[src/sv/lcdt_pkg.sv]
`timescale 1ns / 1ps

package lcdt_pkg;

  localparam int DOT_W  = 10;
  localparam int LINE_W = 8;

  localparam int LINE_DOTS_DEF   = 456;
  localparam int FRAME_LINES_DEF = 154;

  localparam logic [LINE_W-1:0] FIRST_BLANK_LINE = 8'd144;
  localparam logic [DOT_W-1:0]  HBLANK_LAST_DOT  = 10'd204;
  localparam logic [DOT_W-1:0]  OBJRD_LAST_DOT   = 10'd284;

  typedef enum logic [1:0] {
    MODE_HBLANK = 2'd0,
    MODE_VBLANK = 2'd1,
    MODE_OBJRD  = 2'd2,
    MODE_VIDRD  = 2'd3
  } mode_t;

  // one tick word as held in the input register
  typedef struct packed {
    logic [7:0] cycles;
    logic       lcd_on;
    logic [7:0] lyc_value;
    logic       lyc_irq_enable;
    logic       clear_dots;
  } tick_t;

  // timing state carried from word to word
  typedef struct packed {
    logic [DOT_W-1:0]  dots;
    logic [LINE_W-1:0] line;
    mode_t             mode;
    logic              running;
    logic              coincide;
  } state_t;

  typedef struct packed {
    logic [LINE_W-1:0] line;
    mode_t             mode;
    logic              coincide;
    logic              line_end;
    logic              vblank_irq;
    logic              stat_irq;
    logic              enabled;
  } result_t;

  function automatic mode_t mode_for_dots(input logic [DOT_W-1:0] dots);
    mode_t m;
    if (dots <= HBLANK_LAST_DOT) begin
      m = MODE_HBLANK;
    end else if (dots <= OBJRD_LAST_DOT) begin
      m = MODE_OBJRD;
    end else begin
      m = MODE_VIDRD;
    end
    return m;
  endfunction

endpackage

[src/sv/lcdt_if.sv]
`timescale 1ns / 1ps

interface lcdt_tick_if;
  logic       valid;
  logic       ready;
  logic [7:0] cycles;
  logic       lcd_on;
  logic [7:0] lyc_value;
  logic       lyc_irq_enable;
  logic       clear_dots;

  modport source (output valid, cycles, lcd_on, lyc_value, lyc_irq_enable, clear_dots,
                  input ready);
  modport sink   (input valid, cycles, lcd_on, lyc_value, lyc_irq_enable, clear_dots,
                  output ready);
endinterface

interface lcdt_status_if;
  logic       valid;
  logic       ready;
  logic [7:0] line;
  logic [1:0] mode;
  logic       coincide;
  logic       line_end;
  logic       vblank_irq;
  logic       stat_irq;
  logic       enabled;

  modport source (output valid, line, mode, coincide, line_end, vblank_irq, stat_irq,
                  enabled, input ready);
  modport sink   (input valid, line, mode, coincide, line_end, vblank_irq, stat_irq,
                  enabled, output ready);
endinterface

[src/sv/lcdt_step.sv]
`timescale 1ns / 1ps

module lcdt_step import lcdt_pkg::*; #(
  parameter int LINE_DOTS   = LINE_DOTS_DEF,
  parameter int FRAME_LINES = FRAME_LINES_DEF
) (
  input  state_t  cur,
  input  tick_t   tick,
  output state_t  nxt,
  output result_t res
);

  localparam logic [DOT_W-1:0]  LineDotsW   = DOT_W'(LINE_DOTS);
  localparam logic [LINE_W-1:0] FrameLinesW = LINE_W'(FRAME_LINES);

  logic [DOT_W-1:0]  dots_start;
  logic [DOT_W-1:0]  dots_sum;
  logic [LINE_W-1:0] line_inc;
  logic [LINE_W-1:0] line_wrap;
  logic              run;

  assign dots_start = tick.clear_dots ? '0 : cur.dots;
  assign dots_sum   = dots_start + DOT_W'(tick.cycles);
  assign run        = cur.running | tick.lcd_on;
  assign line_inc   = cur.line + LINE_W'(1);
  assign line_wrap  = (line_inc >= FrameLinesW) ? line_inc - FrameLinesW : line_inc;

  always_comb begin
    nxt            = cur;
    nxt.dots       = dots_start;
    nxt.running    = run;
    res.line_end   = 1'b0;
    res.vblank_irq = 1'b0;
    res.stat_irq   = 1'b0;
    res.enabled    = run;

    if (run) begin
      nxt.dots = dots_sum;
      if (dots_sum >= LineDotsW) begin
        nxt.dots     = dots_sum - LineDotsW;
        res.line_end = 1'b1;
        nxt.coincide = (cur.line == tick.lyc_value);
        res.stat_irq = (cur.line == tick.lyc_value) & tick.lyc_irq_enable;
        nxt.line     = line_wrap;
        if (line_wrap == FIRST_BLANK_LINE) begin
          nxt.mode       = MODE_VBLANK;
          res.vblank_irq = 1'b1;
          // display switched off: park at line 0, dot 0
          if (!tick.lcd_on) begin
            nxt.running = 1'b0;
            nxt.line    = '0;
            nxt.dots    = '0;
          end
        end
      end
      if (nxt.line < FIRST_BLANK_LINE) begin
        nxt.mode = mode_for_dots(nxt.dots);
      end
    end

    res.line     = nxt.line;
    res.mode     = nxt.mode;
    res.coincide = nxt.coincide;
  end

endmodule

[src/sv/lcd_line_mode_timing.sv]
`timescale 1ns / 1ps

// LCD line and mode timing. Each tick word carries the CPU time elapsed
// since the last one plus the live control bits (LCD enable, line compare
// value and its interrupt enable, dot-counter clear); each produces exactly
// one status word with the line number, mode, coincidence flag and the
// line-end, vertical-blank and coincidence interrupt pulses. Throughput is
// one word per clock while status words are taken: a tick waits in the input
// register while the combinational step logic (one add, one compare-subtract
// on the 10-bit dot counter, one on the 8-bit line) updates the state. The
// status word then goes into the output register when the step advances,
// which a held-off status word can delay. While a status word is held off,
// an empty input register still takes a tick; tick ready then drops until
// the status word goes. At most one line ends per tick; an LCD stop takes
// effect only on reaching line 144.
module lcd_line_mode_timing import lcdt_pkg::*; #(
  parameter int LINE_DOTS   = LINE_DOTS_DEF,
  parameter int FRAME_LINES = FRAME_LINES_DEF
) (
  input  logic          clk,
  input  logic          rst,
  lcdt_tick_if.sink     tick,
  lcdt_status_if.source status
);

  // input register
  logic    in_vld;
  tick_t   in_word;
  // timing state
  state_t  st;
  state_t  st_next;
  // output register
  logic    out_vld;
  result_t out_word;
  result_t res_next;

  logic    advance;

  // step the state when a word is held and the output slot is free or draining
  assign advance    = in_vld & (~out_vld | status.ready);
  assign tick.ready = ~in_vld | advance;

  lcdt_step #(
    .LINE_DOTS   (LINE_DOTS),
    .FRAME_LINES (FRAME_LINES)
  ) u_step (
    .cur  (st),
    .tick (in_word),
    .nxt  (st_next),
    .res  (res_next)
  );

  always_ff @(posedge clk) begin
    if (rst) begin
      in_vld <= 1'b0;
    end else if (tick.valid && tick.ready) begin
      in_vld <= 1'b1;
    end else if (advance) begin
      in_vld <= 1'b0;
    end
  end

  always_ff @(posedge clk) begin
    if (tick.valid && tick.ready) begin
      in_word.cycles         <= tick.cycles;
      in_word.lcd_on         <= tick.lcd_on;
      in_word.lyc_value      <= tick.lyc_value;
      in_word.lyc_irq_enable <= tick.lyc_irq_enable;
      in_word.clear_dots     <= tick.clear_dots;
    end
  end

  // state and output valid
  always_ff @(posedge clk) begin
    if (rst) begin
      st.dots     <= '0;
      st.line     <= '0;
      st.mode     <= MODE_HBLANK;
      st.running  <= 1'b0;
      st.coincide <= 1'b0;
      out_vld     <= 1'b0;
    end else begin
      if (advance) begin
        st      <= st_next;
        out_vld <= 1'b1;
      end else if (status.ready) begin
        out_vld <= 1'b0;
      end
    end
  end

  always_ff @(posedge clk) begin
    if (advance) begin
      out_word <= res_next;
    end
  end

  assign status.valid      = out_vld;
  assign status.line       = out_word.line;
  assign status.mode       = out_word.mode;
  assign status.coincide   = out_word.coincide;
  assign status.line_end   = out_word.line_end;
  assign status.vblank_irq = out_word.vblank_irq;
  assign status.stat_irq   = out_word.stat_irq;
  assign status.enabled    = out_word.enabled;

  // line counter stays inside the frame
  a_line_range: assert property (@(posedge clk) disable iff (rst)
    st.line < LINE_W'(FRAME_LINES))
    else $error("line counter outside frame");

  // at most one line per tick keeps the dot counter below a line length
  a_dots_range: assert property (@(posedge clk) disable iff (rst)
    st.dots < DOT_W'(LINE_DOTS))
    else $error("dot counter not below line length");

  // interrupt pulses only come with a finished line while running
  a_irq_line_end: assert property (@(posedge clk) disable iff (rst)
    out_vld && (out_word.vblank_irq || out_word.stat_irq) |->
      out_word.line_end && out_word.enabled)
    else $error("interrupt pulse without line end");

  // a stop parks the timing at line 0 in hblank
  a_stop_park: assert property (@(posedge clk) disable iff (rst)
    advance && st.running && !st_next.running |=>
      st.line == '0 && st.dots == '0 && st.mode == MODE_HBLANK)
    else $error("stop did not park timing");

endmodule
[src/flat_wrapper.sv]
// flat-port wrapper written by rule: the top's interface ports become plain ports
module lcd_line_mode_timing_flat import lcdt_pkg::*;
#(
  parameter int LINE_DOTS   = LINE_DOTS_DEF,
  parameter int FRAME_LINES = FRAME_LINES_DEF
)
  (clk, rst, tick_valid, tick_cycles, tick_lcd_on, tick_lyc_value, tick_lyc_irq_enable, tick_clear_dots, tick_ready, status_valid, status_line, status_mode, status_coincide, status_line_end, status_vblank_irq, status_stat_irq, status_enabled, status_ready);
  lcdt_tick_if tick_i ();
  lcdt_status_if status_i ();
  input  logic clk;
  input  logic rst;
  input wire logic [$bits(tick_i.valid)-1:0] tick_valid;
  input wire logic [$bits(tick_i.cycles)-1:0] tick_cycles;
  input wire logic [$bits(tick_i.lcd_on)-1:0] tick_lcd_on;
  input wire logic [$bits(tick_i.lyc_value)-1:0] tick_lyc_value;
  input wire logic [$bits(tick_i.lyc_irq_enable)-1:0] tick_lyc_irq_enable;
  input wire logic [$bits(tick_i.clear_dots)-1:0] tick_clear_dots;
  output wire logic [$bits(tick_i.ready)-1:0] tick_ready;
  output wire logic [$bits(status_i.valid)-1:0] status_valid;
  output wire logic [$bits(status_i.line)-1:0] status_line;
  output wire logic [$bits(status_i.mode)-1:0] status_mode;
  output wire logic [$bits(status_i.coincide)-1:0] status_coincide;
  output wire logic [$bits(status_i.line_end)-1:0] status_line_end;
  output wire logic [$bits(status_i.vblank_irq)-1:0] status_vblank_irq;
  output wire logic [$bits(status_i.stat_irq)-1:0] status_stat_irq;
  output wire logic [$bits(status_i.enabled)-1:0] status_enabled;
  input wire logic [$bits(status_i.ready)-1:0] status_ready;
  assign tick_i.valid = tick_valid;
  assign tick_i.cycles = tick_cycles;
  assign tick_i.lcd_on = tick_lcd_on;
  assign tick_i.lyc_value = tick_lyc_value;
  assign tick_i.lyc_irq_enable = tick_lyc_irq_enable;
  assign tick_i.clear_dots = tick_clear_dots;
  assign tick_ready = tick_i.ready;
  assign status_valid = status_i.valid;
  assign status_line = status_i.line;
  assign status_mode = status_i.mode;
  assign status_coincide = status_i.coincide;
  assign status_line_end = status_i.line_end;
  assign status_vblank_irq = status_i.vblank_irq;
  assign status_stat_irq = status_i.stat_irq;
  assign status_enabled = status_i.enabled;
  assign status_i.ready = status_ready;
  lcd_line_mode_timing #(.LINE_DOTS(LINE_DOTS), .FRAME_LINES(FRAME_LINES)) u_core (.clk(clk), .rst(rst), .tick(tick_i), .status(status_i));
endmodule
[config.mk]
export PLATFORM = sky130hd
export DESIGN_NAME = lcd_line_mode_timing_flat
export DESIGN_NICKNAME = d
export VERILOG_FILES = /design/src/sv/lcdt_pkg.sv /design/src/sv/lcdt_if.sv /design/src/sv/lcdt_step.sv /design/src/sv/lcd_line_mode_timing.sv /design/src/flat_wrapper.sv
export SDC_FILE = /design/constraint.sdc
export NUM_CORES = 1
export LEC_CHECK = 0
export ABC_AREA = 1
export BUFFER_PORTS_ARGS = -buffer_cell sky130_fd_sc_hd__buf_2
export CORE_MARGIN = 4
export CORE_UTILIZATION = 50
export CTS_BUF_LIST = sky130_fd_sc_hd__clkbuf_4 sky130_fd_sc_hd__clkbuf_8
export DETAILED_ROUTE_END_ITERATION = 10
export PLACE_DENSITY_LB_ADDON = 0.3
export SYNTH_ARGS = -nofsm -noshare
export SYNTH_HDL_FRONTEND = slang
export SYNTH_SLANG_ARGS = --single-unit
[constraint.sdc]
create_clock -name clk -period 2.9 [get_ports clk]
set_clock_uncertainty 0.1 [all_clocks]
set_input_delay 0.435 -clock clk [delete_from_list [all_inputs] [get_ports clk]]
set_output_delay 0.435 -clock clk [all_outputs]
set_load 0.005 [all_outputs]
# Word level (Yosys, flattened, before mapping)
# Index checks and enable logic that the tools add are counted.
[word_totals] ff_bits=58
[op_classes] bitwise=7 n_reduce_logical=4 eq_ne=2 n_addsub=4 n_mux=17 magnitude_cmp=5
[ops] op="$mux 22" count=3
[ops] op="$mux 21" count=1
[ops] op="$mux 18" count=1
[ops] op="$add 10x8->10" count=1
[ops] op="$ge 10x9->1 const B" count=1
[ops] op="$le 10x8->1 const B" count=1
[ops] op="$le 10x9->1 const B" count=1
[ops] op="$mux 10" count=1
[ops] op="$sub 10x9->10 const B" count=1
[ops] op="$add 8x1->8 const B" count=1
[ops] op="$eq 8x8->1" count=1
[ops] op="$eq 8x8->1 const B" count=1
[ops] op="$ge 8x8->1 const B" count=1
[ops] op="$lt 8x8->1 const B" count=1
[ops] op="$mux 8" count=1
[ops] op="$sub 8x8->8 const B" count=1
[ops] op="$mux 1" count=7
[ops] op="$mux 2" count=2
[ops] op="$reduce_bool 2->1" count=2
[ops] op="$mux 3" count=1
[ops] op="$or 1x1->1" count=3
[ops] op="$and 1x1->1" count=2
[ops] op="$not 1->1" count=2
[ops] op="$reduce_and 2->1" count=1
[ops] op="$logic_and 1x1->1" count=1

# Depth between registers and ports, before layout
# Gate-level depths: netlist of run 1.
[depth] word_depth=12 depth_mapped=28

# Cells and area by module
# A second synthesis of run 1 with hierarchy kept.
[unflattened] hier_cells=525 hier_area_um2=4169.0
[modules_own_cells] module="lcd_line_mode_timing" cells_each=190 area_each_um2=2202.1 seq_area_each_um2=1501.4 instances=1
[modules_own_cells] module="lcdt_step" cells_each=335 area_each_um2=1966.9 seq_area_each_um2=0.0 instances=1

# Least setup slack after synthesis of run 1
# No wires, ideal clock.
[synth_timing] path_type="flip-flop to flip-flop" start="register u_core.in_word[0] in the netlist's numbering" end="register u_core.out_word, in the netlist u_core.status.mode[0], data pin" arrival_ns=2.827 required_time_ns=2.541 path_buffers=2 slack_ns=-0.286 setup_time_ns=0.259 path_stages_with_launch=23 period_less_slack_ns=3.186 path_cell_list="edfxtp_1 -> buf_2 -> nor2_1 -> ha_1 -> inv_1 -> fa_1 -> inv_1 -> nand3_1 -> nand2_1 -> nand2_1 -> nand2_1 -> xor2_1 -> nand3_2 -> nand2_4 -> buf_6 -> nand2_1 -> xor2_1 -> nand2_1 -> inv_1 -> nor2_1 -> a21oi_1 -> nand3_1 -> nand2_1"
[synth_lines] item="from (decl)" line_no="lcd_line_mode_timing.sv:28" rtl="tick_t in_word;"
[synth_lines] item="to (signal assigned)" line_no="lcd_line_mode_timing.sv:94" rtl="out_word <= res_next;"
[synth_lines] item="to (decl)" line_no="lcd_line_mode_timing.sv:34" rtl="result_t out_word;"

# Worst setup path after layout of run 1
[layout_timing] start="register u_core.in_word[0] in the netlist's numbering" end="register u_core.st[2] in the netlist's numbering"
[layout_between] elab_chain_len=12
[layout_lines] item="$mux 10 *" line_no="lcdt_step.sv:22" rtl="assign dots_start = tick.clear_dots ? '0 : cur.dots;"
[layout_lines] item="$add 10x8->10 *" line_no="lcdt_step.sv:23" rtl="assign dots_sum = dots_start + DOT_W'(tick.cycles);"
[layout_lines] item="$sub 10x9->10" line_no="lcdt_step.sv:40" rtl="nxt.dots = dots_sum - LineDotsW;"
[layout_lines] item="$mux 18" line_no="lcdt_step.sv:49" rtl="if (!tick.lcd_on) begin"
[layout_lines] item="$mux 21" line_no="lcdt_step.sv:45" rtl="if (line_wrap == FIRST_BLANK_LINE) begin"
[layout_lines] item="$mux 22 *" line_no="lcdt_step.sv:39" rtl="if (dots_sum >= LineDotsW) begin"
[layout_lines] item="$mux 22 *" line_no="lcdt_step.sv:37" rtl="if (run) begin"
[layout_lines] item="$le 10x9->1" line_no="lcdt_pkg.sv:54" rtl="end else if (dots <= OBJRD_LAST_DOT) begin"
[layout_lines] item="$mux 1" line_no="lcdt_pkg.sv:54"
[layout_lines] item="$mux 2" line_no="lcdt_pkg.sv:52" rtl="if (dots <= HBLANK_LAST_DOT) begin"
[layout_lines] item="$mux 2 *" line_no="lcdt_step.sv:56" rtl="if (nxt.line < FIRST_BLANK_LINE) begin"
[layout_lines] item="$mux 22 *" line_no="lcdt_step.sv:37"
[layout_lines] item="to (signal assigned)" line_no="lcd_line_mode_timing.sv:84" rtl="st <= st_next;"
[layout_lines] item="to (decl)" line_no="lcd_line_mode_timing.sv:30" rtl="state_t st;"
# Mark *: on every way between the ends. The rest lies on a longest branch, timed or not. The select of a mux whose other input is x is not followed.
# A chain may end at the register's enable or synchronous reset.

==> run metrics, run 1 <==
wire per inst=about 14 µm; hold slack=0.170 ns; WHS Path Cells=1; syn avg cell area=approximately 7.6 µm²; total number of vias=3687; Final nets=627; Rows=31; reg2reg start=u_core.in_word[0]; Fin. Hold Viols=0; CTS tree=done; min cycle time layout=3.23 ns; gr usage total=21.3%; non-filler cells in the finished layout=just under 700; Final Wtd Congestion=0.932; worst reg-to-reg setup slack=-0.33 ns; post-synthesis cell type count=between 40 and 50; Clock Latency Late Sink=0.34 ns; register area share after synthesis=40.4%; max-cap violation count=0; Total Wirelength=10100 µm; Tcrit/Tclk final=111%; WP data arrival=3.36 ns; Mapped Cells=slightly below 500; DR pass1 iterations=5; Placeable Area=between 7000 and 8000 µm²; post-placement cell count=roughly 660; IO buf count=39; CP most frequent cell=nand2_2; # DRC=0; Final Setup Violations=34; clock sinks=58; maximum number of pins on one net before global-route repair=41; hpwl dp=6500 µm; Rel. slew slack=42.2%; syn_nets=around 520; crit-path max FO=6; Worst setup EP type=flop; RSZ-0062 raised after global routing=yes; r2r worst-path depth=24; fin util=70.9%; Startpoint Class=flop; slowest cell on the critical path=edfxtp_1; VDD IR max=440 µV; final setup margin=-0.331 ns; Area Overhead vs Synth=38.4%; die footprint=8870 µm²; initial antenna violation count=0; Hold Crit Start=tick_lyc_value[2]; Initial Utilization=between 50% and 60%; commonest cells after routing, fill and taps aside=95 x nand2_1, 67 x inv_1, 57 x buf_4; Post-synth EDFFs=34; Yosys reg bits=a little under 60; reg-to-reg critical path endpoint=u_core.st[2]; worst min path class=in2reg; Slew @ Worst Pin=0.866 ns; pwr/cell area=450 nW/µm²; CTS Buf Count=9; Ant. Diodes=0; Async SR Flop Fraction=0%; H-tree depth=3; Die Wd=94.2 µm; Remaining Overflow, GRT=0; CP delay by family, top=simple AND/OR/NAND/NOR gates; root buf cell=clkbuf_8; Final Max Slew Viols=0; global-route wire length before repair=14900 µm; post-route ant nets=0; failing checks=setup timing; Worst-path clk slew=around 0.070 ns; die height=~94 µm; Max Root-Sink Buffers=2; CP Class=reg2reg; dominant synthesized flop cell=edfxtp_1; most common cell after layout, fill and taps aside=nand2_1; I/O pin count=40; P_leak=around 2.4 nW; Critical Path Max Stage Delay=0.42 ns; Mapped Area=3710 µm²; yosys warns=0; status=finished, violations left; Peak Freq=310 MHz; worst path bufs/invs=6; Via-to-Cell Ratio=approximately 5.3; number of global-route vias before repair=between 3000 and 4000; CP Data Required Time=3.03 ns; Hold EP=u_core.in_word[4]; number of DRC markers in iteration 0=approximately 250; layout cells sized above 1=between 30% and 40%; crit path cell chain=buf_6, nor2_4, ha_4, inv_2, fa_2, inv_2, nand3_2, nand2_2, nand2_2, nand2_2, xor2_2, nand3_4, nand2_8, buf_6, nand2_4, xor2_2, nand2_2, inv_2, nor2_2, a21oi_2, nand3_2, nand3_2, nand2_1, inv_1
layout make-up:
cell class	count	area (µm²)
clock buffers	9	124
fillers	531	2110
inverters	78	298
clock inverters	7	92.6
repair buffers	106	738
well taps	99	124
flip-flops and latches	58	1500
multi-input cells	338	2260
layer usage:
layer / track usage (%) / vias to the layer above / wire [µm]
li1: - / 1800 / -
met1: 28.1 / 1714 / 4220
met2: 34.5 / 146 / 5000
met3: 4.33 / 27 / 616
met4: 7.70 / 0 / 237
met5: 0 / - / 0
cells in the mapped netlist (2+ instances only):
| cell | number | area, µm² |
|---|---|---|
| nand2_1 | 112 | 420 |
| inv_1 | 73 | 274 |
| nor2_1 | 41 | 154 |
| nand3_1 | 40 | 200 |
| edfxtp_1 | 34 | 1020 |
| a21oi_1 | 33 | 165 |
| o21ai_0 | 25 | 125 |
| dfxtp_1 | 24 | 480 |
| ha_1 | 12 | 150 |
| xor2_1 | 11 | 96.3 |
| nand2_2 | 10 | 62.6 |
| nand4_1 | 8 | 50.1 |
| clkbuf_1 | 7 | 26.3 |
| nor2_2 | 5 | 31.3 |
| buf_2 | 4 | 20.0 |
| inv_2 | 4 | 15.0 |
| nand3b_1 | 4 | 30.0 |
| o22ai_1 | 4 | 25.0 |
| buf_6 | 3 | 33.8 |
| nand3_2 | 3 | 30.0 |
| nand3_4 | 3 | 52.6 |
| a21oi_2 | 2 | 17.5 |
| nand2_4 | 2 | 22.5 |
| nor2_4 | 2 | 22.5 |
| nor4_1 | 2 | 12.5 |
| o21ai_2 | 2 | 17.5 |
| o21bai_1 | 2 | 15.0 |
| xnor2_1 | 2 | 17.5 |
what timing repair did:
item | CTS | global route
gates resized for setup | 27 | 90
endpoints found under the setup margin | 32 | 36
gates cloned | 1 | 1
pin swaps | 10 | 28
endpoints found under the hold margin | 0 | 0
hold buffers | 0 | 0
setup buffers | 4 | 10
worst max path at each step:
stage	from	slack, ns	endpoint	cells past startpoint
6_report	u_core.in_word[0]	-0.33	u_core.st[2]	24
4_1_cts	u_core.in_word[0]	-0.19	u_core.st[2]	23
3_3_place_gp	u_core.in_word[0]	-0.26	u_core.st[2]	23
3_5_place_dp	u_core.in_word[0]	-0.33	u_core.status.mode[0]	20
2_1_floorplan	u_core.in_word[0]	-0.07	u_core.status.mode[0]	22
5_1_grt	u_core.in_word[0]	-0.51	u_core.st[2]	23
sequential cells by signal, summed over array words and instances (netlist names):
signal                    count
u_core.status.coincide        1
u_core.status.enabled         1
u_core.status.stat_irq        1
u_core.status.vblank_irq      1
u_core.in_word               19
u_core.status.mode            2
u_core.status.line_end        1
u_core.in_vld                 1
u_core.status.line            8
u_core.status.valid           1
u_core.st                    22
report_power, final:
group,leakage [nW],switching (mW),internal (mW)
logic,1.73,0.317,0.225
clock network,0.103,0.332,0.482
registers,0.525,0.0322,0.925
total,2.35,0.681,1.63
cell families (layout without fill, tap and decap cells):
| logic type | after synthesis | in the layout | synth area share (%) |
|---|---|---|---|
| AND/OR/NAND/NOR | 234 | 236 | 29.7 |
| buffers and inverters | 94 | 200 | 10.3 |
| AO/OA/AOI/OAI | 74 | 74 | 11.1 |
| flip-flops | 58 | 58 | 40.4 |
| XOR/XNOR | 15 | 15 | 3.94 |
| adder cells (fa/ha/maj) | 13 | 13 | 4.58 |
metrics by stage:
step	power (mW)	worst slack, ns	TNS (ns)	area, µm²
floorplan	1.25	-0.0674	-0.137	3760
global placement	1.40	-0.263	-1.57	4390
detailed placement	1.41	-0.329	-4.28	4390
CTS	2.24	-0.190	-1.31	4720
global route	2.42	-0.514	-10.54	5140
finish	2.31	-0.331	-5.36	5140
Power figures use the tool's default switching activity.
==> inputs of run 2 (changes only) <==
--- a/config.mk
+++ b/config.mk
@@ -9,8 +9,9 @@
 export BUFFER_PORTS_ARGS = -buffer_cell sky130_fd_sc_hd__buf_2
 export CORE_MARGIN = 4
 export CORE_UTILIZATION = 50
-export CTS_BUF_LIST = sky130_fd_sc_hd__clkbuf_4 sky130_fd_sc_hd__clkbuf_8
+export CTS_BUF_LIST = sky130_fd_sc_hd__clkbuf_8
 export DETAILED_ROUTE_END_ITERATION = 10
+export GPL_TIMING_DRIVEN = 0
 export PLACE_DENSITY_LB_ADDON = 0.3
 export SYNTH_ARGS = -nofsm -noshare
 export SYNTH_HDL_FRONTEND = slang
==> run 2 against run 1 <==
Effect of this change: the flow still finishes with violations (setup timing); register-to-register slack worse by 0.09 ns; worst hold slack worse by 0.0019 ns; flip-flop and latch count did not move; wire length down 2.6%; global-route usage up 1.2 points; critical path depth is 2 lower; worst setup slack worse by 0.091 ns; cell count decreased by 3.9%; sequential power is 0.7% lower; critical path type unchanged; largest power group unchanged; highest routed layer unchanged.
==> run metrics, run 2 (synthesized netlist as in run 1, its figures left out) <==
status=finished, violations left (unchanged); failing checks=setup timing (unchanged); Rel. slew slack=44.5% (was 42.2%); placed cell area=4080 µm² (was 4390 µm²); largest reg by FF count=u_core.st (unchanged); Largest register FFs=22 (unchanged); worst min path class=in2reg (unchanged); Clock Latency Late Sink=0.34 ns (about the same); worst reg-to-reg setup slack=-0.42 ns (was -0.33 ns); reg2reg start=u_core.in_word[0] (unchanged); crit path cell chain=buf_6, nor2_4, ha_4, inv_2, fa_2, inv_2, nand3_2, nand2_4, xnor2_4, nand2_2, inv_2, nand2_4, nand3_4, nand2_8, buf_6, nand2_4, xor2_4, nand2_2, buf_4, a21oi_2, o21ai_1, a21oi_1 (was buf_6, nor2_4, ha_4, inv_2, fa_2, inv_2, nand3_2, nand2_2, nand2_2, nand2_2, xor2_2, nand3_4, nand2_8, buf_6, nand2_4, xor2_2, nand2_2, inv_2, nor2_2, a21oi_2, nand3_2, nand3_2, nand2_1, inv_1); IO buf count=39 (unchanged); max-cap violation count=0 (unchanged); Via-to-Cell Ratio=5.43 (was 5.31); Net Sw Power=0.697 mW (was 0.681 mW); combinational share of power=24.3% (was 23.4%); global-route wire length before repair=15600 µm (was 14900 µm); Int Power=1.43 mW (was 1.63 mW); most common cell after layout, fill and taps aside=nand2_1 (unchanged); maximum number of pins on one net before global-route repair=21 (was 41); non-filler cells in the finished layout=668 (was 695); layout cells sized above 1=35.3% (was 39.4%); Fin. Hold Viols=0 (unchanged); # DRC=0 (unchanged); Critical Path Max Stage Delay=0.42 ns (about the same); number of global-route vias before repair=3454 (was 3271); clock power share=30.9% (was 35.2%); RSZ-0062 raised after global routing=yes (unchanged); commonest cells after routing, fill and taps aside=92 x nand2_1, 69 x inv_1, 42 x buf_2 (was 95 x nand2_1, 67 x inv_1, 57 x buf_4); Sum Neg Setup Slack=-7.09 ns (was -5.36 ns); pwr/cell area=434 nW/µm² (was 450 nW/µm²); Area Overhead vs Synth=32.0% (was 38.4%); Placeable Area=7250 µm² (unchanged); switching share of power=32.8% (was 29.4%); Worst-path clk slew=0.07 ns (about the same); die height=94.2 µm (unchanged); Die Wd=94.2 µm (unchanged); initial antenna violation count=0 (unchanged); post-placement cell count=626 (was 663); Initial Utilization=51.2% (unchanged); biggest regs=u_core.st (22), u_core.in_word (19), u_core.status.line (8) (unchanged); gr usage total=22.5% (was 21.3%); total power draw=2.13 mW (was 2.31 mW); CP delay by family, top=simple AND/OR/NAND/NOR gates (unchanged); Remaining Overflow, GRT=0 (unchanged); CTS Buf Count=9 (unchanged); Hold Crit Start=tick_lyc_value[2] (unchanged); root buf cell=clkbuf_8 (unchanged); H-tree depth=3 (unchanged); Max Root-Sink Buffers=2 (unchanged); slowest cell on the critical path=edfxtp_1 (unchanged); min cycle time layout=3.32 ns (was 3.23 ns); CP Data Required Time=3.06 ns (was 3.03 ns); Tcrit/Tclk final=115% (was 111%); Total Wirelength=9800 µm (was 10100 µm); post-route design area=4900 µm² (was 5140 µm²); Flop pwr share=44.7% (was 41.4%); Hold EP=u_core.in_word[4] (unchanged); I/O pin count=40 (unchanged); clock sinks=58 (unchanged); DR pass1 iterations=5 (unchanged); Peak Freq=301 MHz (was 310 MHz); worst path bufs/invs=6 (unchanged); CP Class=reg2reg (unchanged); hpwl dp=6440 µm (was 6500 µm); r2r worst-path depth=22 (was 24); Slew @ Worst Pin=0.831 ns (was 0.866 ns); Worst setup EP type=flop (unchanged); Final Wtd Congestion=0.901 (was 0.932); Final Max Slew Viols=0 (unchanged); P_leak=2.21 nW (was 2.35 nW); post-route ant nets=0 (unchanged); CTS Hold Bufs=0 (unchanged); Ant. Diodes=0 (unchanged); Final nets=600 (was 627); hold slack=0.168 ns (was 0.170 ns); wire per inst=14.7 µm (was 14.5 µm); Startpoint Class=flop (unchanged); WP data arrival=3.49 ns (was 3.36 ns); WHS Path Cells=1 (unchanged); final setup margin=-0.422 ns (was -0.331 ns); number of DRC markers in iteration 0=293 (was 249); CTS tree=done (unchanged); die footprint=8870 µm² (unchanged); total number of vias=3626 (was 3687); reg-to-reg critical path endpoint=u_core.st[18] (was u_core.st[2]); Rows=31 (unchanged); crit-path max FO=6 (unchanged); Final Setup Violations=33 (was 34); VDD IR max=444 µV (was 440 µV)
## run 2: cell type report
class,count,area [µm²]
Clock buffer,9,124
Fill cell,560,2350
Buffer,16,101
Clock inverter,7,46.3
Multi-Input combinational cell,336,2290
Tap cell,99,124
Inverter,78,303
Sequential cell,58,1500
Timing Repair Buffer,65,414
## run 2: worst max-delay path by stage
stage / startpoint / to / slack [ns] / cells past startpoint
after floorplan: u_core.in_word[0] / u_core.status.mode[0] / -0.07 / 22
after global placement: u_core.in_word[0] / u_core.st[2] / -0.37 / 23
after detailed placement: u_core.in_word[0] / u_core.st[2] / -0.49 / 23
after CTS: u_core.in_word[0] / u_core.st[2] / -0.26 / 24
after global routing: u_core.in_word[0] / u_core.st[2] / -0.54 / 26
final: u_core.in_word[0] / u_core.st[18] / -0.42 / 22
## run 2: layer usage
metal  vias to the layer above  global-route usage, %  share of wire (%)
met5                         -                      0                  0
met4                         0                   10.7                2.9
met3                        30                   4.25                7.0
met2                       157                   36.2                 48
met1                      1693                   29.0                 42
li1                       1746                      -                  -
## run 2: stage by stage
| stage | setup WS [ns] | utilization, % |
|---|---|---|
| CTS | -0.256 | 63.4 |
| global route | -0.535 | 67.6 |
| detailed placement | -0.494 | 56.3 |
| global placement | -0.374 | 56.3 |
| finish | -0.422 | 67.6 |
| floorplan | -0.0674 | - |
## run 2: power groups by stage
stage	Combinational [mW]	Sequential (mW)	Clock [mW]
2_1_floorplan	0.288	0.962	0
3_3_place_gp	0.376	0.964	0
3_5_place_dp	0.388	0.966	0
4_1_cts	0.447	0.950	0.661
5_1_grt	0.567	0.955	0.711
6_report	0.518	0.951	0.658
## run 2: timing repair
item                       in CTS  in global routing
buffers inserted               18                  6
gates resized for setup        50                 81
setup endpoints to repair      35                 36
pin swaps                      24                 22
cloned                          2                  0
==> inputs of run 3 (changes only) <==
--- a/config.mk
+++ b/config.mk
@@ -13,6 +13,7 @@
 export DETAILED_ROUTE_END_ITERATION = 10
 export GPL_TIMING_DRIVEN = 0
 export PLACE_DENSITY_LB_ADDON = 0.3
+export REMOVE_ABC_BUFFERS = 1
 export SYNTH_ARGS = -nofsm -noshare
 export SYNTH_HDL_FRONTEND = slang
 export SYNTH_SLANG_ARGS = --single-unit
==> run 3 against run 2 <==
Effect of this change: cell count fell by 0.90%; clock power is 34% higher; total power up 11%; the flow still finishes with violations (setup timing); clock-buffer cell count unchanged; worst hold slack got worse by 0.0048 ns; critical path depth increased by 2; sequential power increased by 1%; global-route usage shrank 0.72 points; cell area rose by 1.3%.
==> run metrics, run 3 (synthesized netlist as in run 1, its figures left out) <==
status=finished, violations left (unchanged); failing checks=setup timing (unchanged); number of global-route vias before repair=3216 (was 3454); Total Wirelength=10200 µm (was 9800 µm); global-route wire length before repair=15100 µm (was 15600 µm); post-place setup slack=-1.13 ns (was -0.494 ns); Final Setup Violations=29 (was 33); final setup margin=-0.464 ns (was -0.422 ns); Rel. slew slack=43.1% (was 44.5%); WL met2=4760 µm (was 4720 µm); number of DRC markers in iteration 0=374 (was 293); CTS tree=done (unchanged); worst min path class=in2reg (unchanged); Final Wtd Congestion=0.855 (was 0.901); die footprint=8870 µm² (unchanged); Largest register FFs=22 (unchanged); IO buf count=39 (unchanged); total number of vias=3649 (was 3626); r2r worst-path depth=24 (was 22); gr usage total=21.8% (was 22.5%); largest reg by FF count=u_core.st (unchanged); worst reg-to-reg setup slack=-0.46 ns (was -0.42 ns); clock sinks=58 (unchanged); H-tree depth=3 (unchanged); DR pass1 iterations=8 (was 5); CP startpoint=u_core.in_word[0] (unchanged); Peak Freq=297 MHz (was 301 MHz); Remaining Overflow, GRT=0 (unchanged); # DRC=0 (unchanged); Hold Crit Start=tick_lyc_value[1] (was tick_lyc_value[2]); min cycle time layout=3.36 ns (was 3.32 ns); Ant. Diodes=0 (unchanged); CP Data Required Time=2.89 ns (was 3.06 ns); Rows=31 (unchanged); Placeable Area=7250 µm² (unchanged); Worst setup EP type=flop (unchanged); top sig layer=met4 (unchanged); hpwl dp=5730 µm (was 6440 µm); Final Max Slew Viols=0 (unchanged); Max Root-Sink Buffers=2 (unchanged); VDD IR max=276 µV (was 444 µV); die height=94.2 µm (unchanged); Clock Latency Late Sink=0.34 ns (about the same); maximum number of pins on one net before global-route repair=42 (was 21); Metal-1 WL=4210 µm (was 4110 µm); Startpoint Class=flop (unchanged); P_leak=2.26 nW (was 2.21 nW); biggest regs=u_core.st (22), u_core.in_word (19), u_core.status.line (8) (unchanged); Area Overhead vs Synth=33.8% (was 32.0%); I/O pin count=40 (unchanged); commonest cells after routing, fill and taps aside=83 x nand2_1, 67 x inv_1, 39 x buf_2 (was 92 x nand2_1, 69 x inv_1, 42 x buf_2); Initial Utilization=51.2% (unchanged); reg2reg start=u_core.in_word[0] (unchanged); WP data arrival=3.35 ns (was 3.49 ns); pwr/cell area=474 nW/µm² (was 434 nW/µm²); Worst-path clk slew=0.07 ns (about the same); WHS Path Cells=1 (unchanged); fin util=68.5% (was 67.6%); most common cell after layout, fill and taps aside=nand2_1 (unchanged); Fin. Hold Viols=0 (unchanged); layout cells sized above 1=37.5% (was 35.3%); max-cap violation count=0 (unchanged); CTS Buf Count=9 (unchanged); initial antenna violation count=0 (unchanged); Sum Neg Setup Slack=-4.51 ns (was -7.09 ns); Final nets=594 (was 600); Slew @ Worst Pin=0.850 ns (was 0.831 ns); root buf cell=clkbuf_8 (unchanged); wire per inst=15.4 µm (was 14.7 µm); DR WL met3=744 µm (was 684 µm); RSZ-0062 raised after global routing=yes (unchanged); post-route ant nets=0 (unchanged); crit-path max FO=6 (unchanged); CTS Hold Bufs=0 (unchanged); Via-to-Cell Ratio=5.51 (was 5.43); Tcrit/Tclk final=116% (was 115%); Die Wd=94.2 µm (unchanged); CP Class=reg2reg (unchanged)
-- run 3: cell types whose count changed in the layout (fill, tap and decap cells not counted), moves of 4 or more --
cell	change
buf_6	-7
clkbuf_1	-7
nand2_2	+6
ha_4	+4
buf_4	+10
nand2_1	-9
nand2_4	+4
-- run 3: cell type report --
| type | count | area (µm²) |
|---|---|---|
| tap | 99 | 124 |
| inverter | 78 | 298 |
| multi-input combinational | 338 | 2330 |
| clock buffer | 9 | 124 |
| timing repair buffer | 73 | 477 |
| clock inverter | 7 | 108 |
| sequential | 58 | 1510 |
| fill | 539 | 2280 |
-- run 3: power by group --
part | internal (mW) | switching (mW) | leakage [nW]
Combinational | 0.200 | 0.314 | 1.62
Sequential | 0.925 | 0.0351 | 0.527
Clock | 0.561 | 0.320 | 0.118
Total | 1.69 | 0.670 | 2.26
-- run 3: through the flow --
stage	total power, mW	instances	instance area [µm²]	hold WS, ns
floorplan	1.23	472	3620	0.339
global placement	1.32	610	3940	0.352
detailed placement	1.33	610	3940	0.357
CTS	2.28	650	4640	0.156
global route	2.46	662	4970	0.152
finish	2.36	662	4970	0.163
-- run 3: final timing paths --
check / endpoint
setup / recovery: u_core.status.mode[0]
hold / removal: u_core.in_word[3]
setup reg to reg: u_core.status.mode[0]
hold reg to reg: u_core.st[15]
-- run 3: metal layers --
layer  GRT usage [%]  up-vias
li1                -     1734
met1            27.7     1661
met2            36.2      196
met3            4.41       58
met4            8.54        0
met5               0        -
-- run 3: what timing repair did --
item                                    CTS  global route
endpoints found under the setup margin   36            35
resized for setup                        71            76
cloned                                    2             0
pin swaps                                39            51
setup buffers                            22            12
endpoints found under the hold margin     0             0
-- run 3: critical path, stage by stage (launching register included) --
cell      delay, ns
edfxtp_1       0.43
buf_6          0.17
buf_8          0.14
nor2_4         0.12
ha_4           0.25
nand2_4        0.10
nor2_1         0.06
nor2_1         0.19
nand2_2        0.08
nand2_2        0.09
nand2_2        0.07
nor2_4         0.12
nand3_4        0.14
nand2_8        0.13
nand3b_1       0.08
nand2_1        0.09
inv_2          0.05
nand2_4        0.08
inv_2          0.05
nor2_1         0.15
nand2_1        0.11
nand2_1        0.08
nand2_2        0.06
nand3_2        0.09
nand2_1        0.06
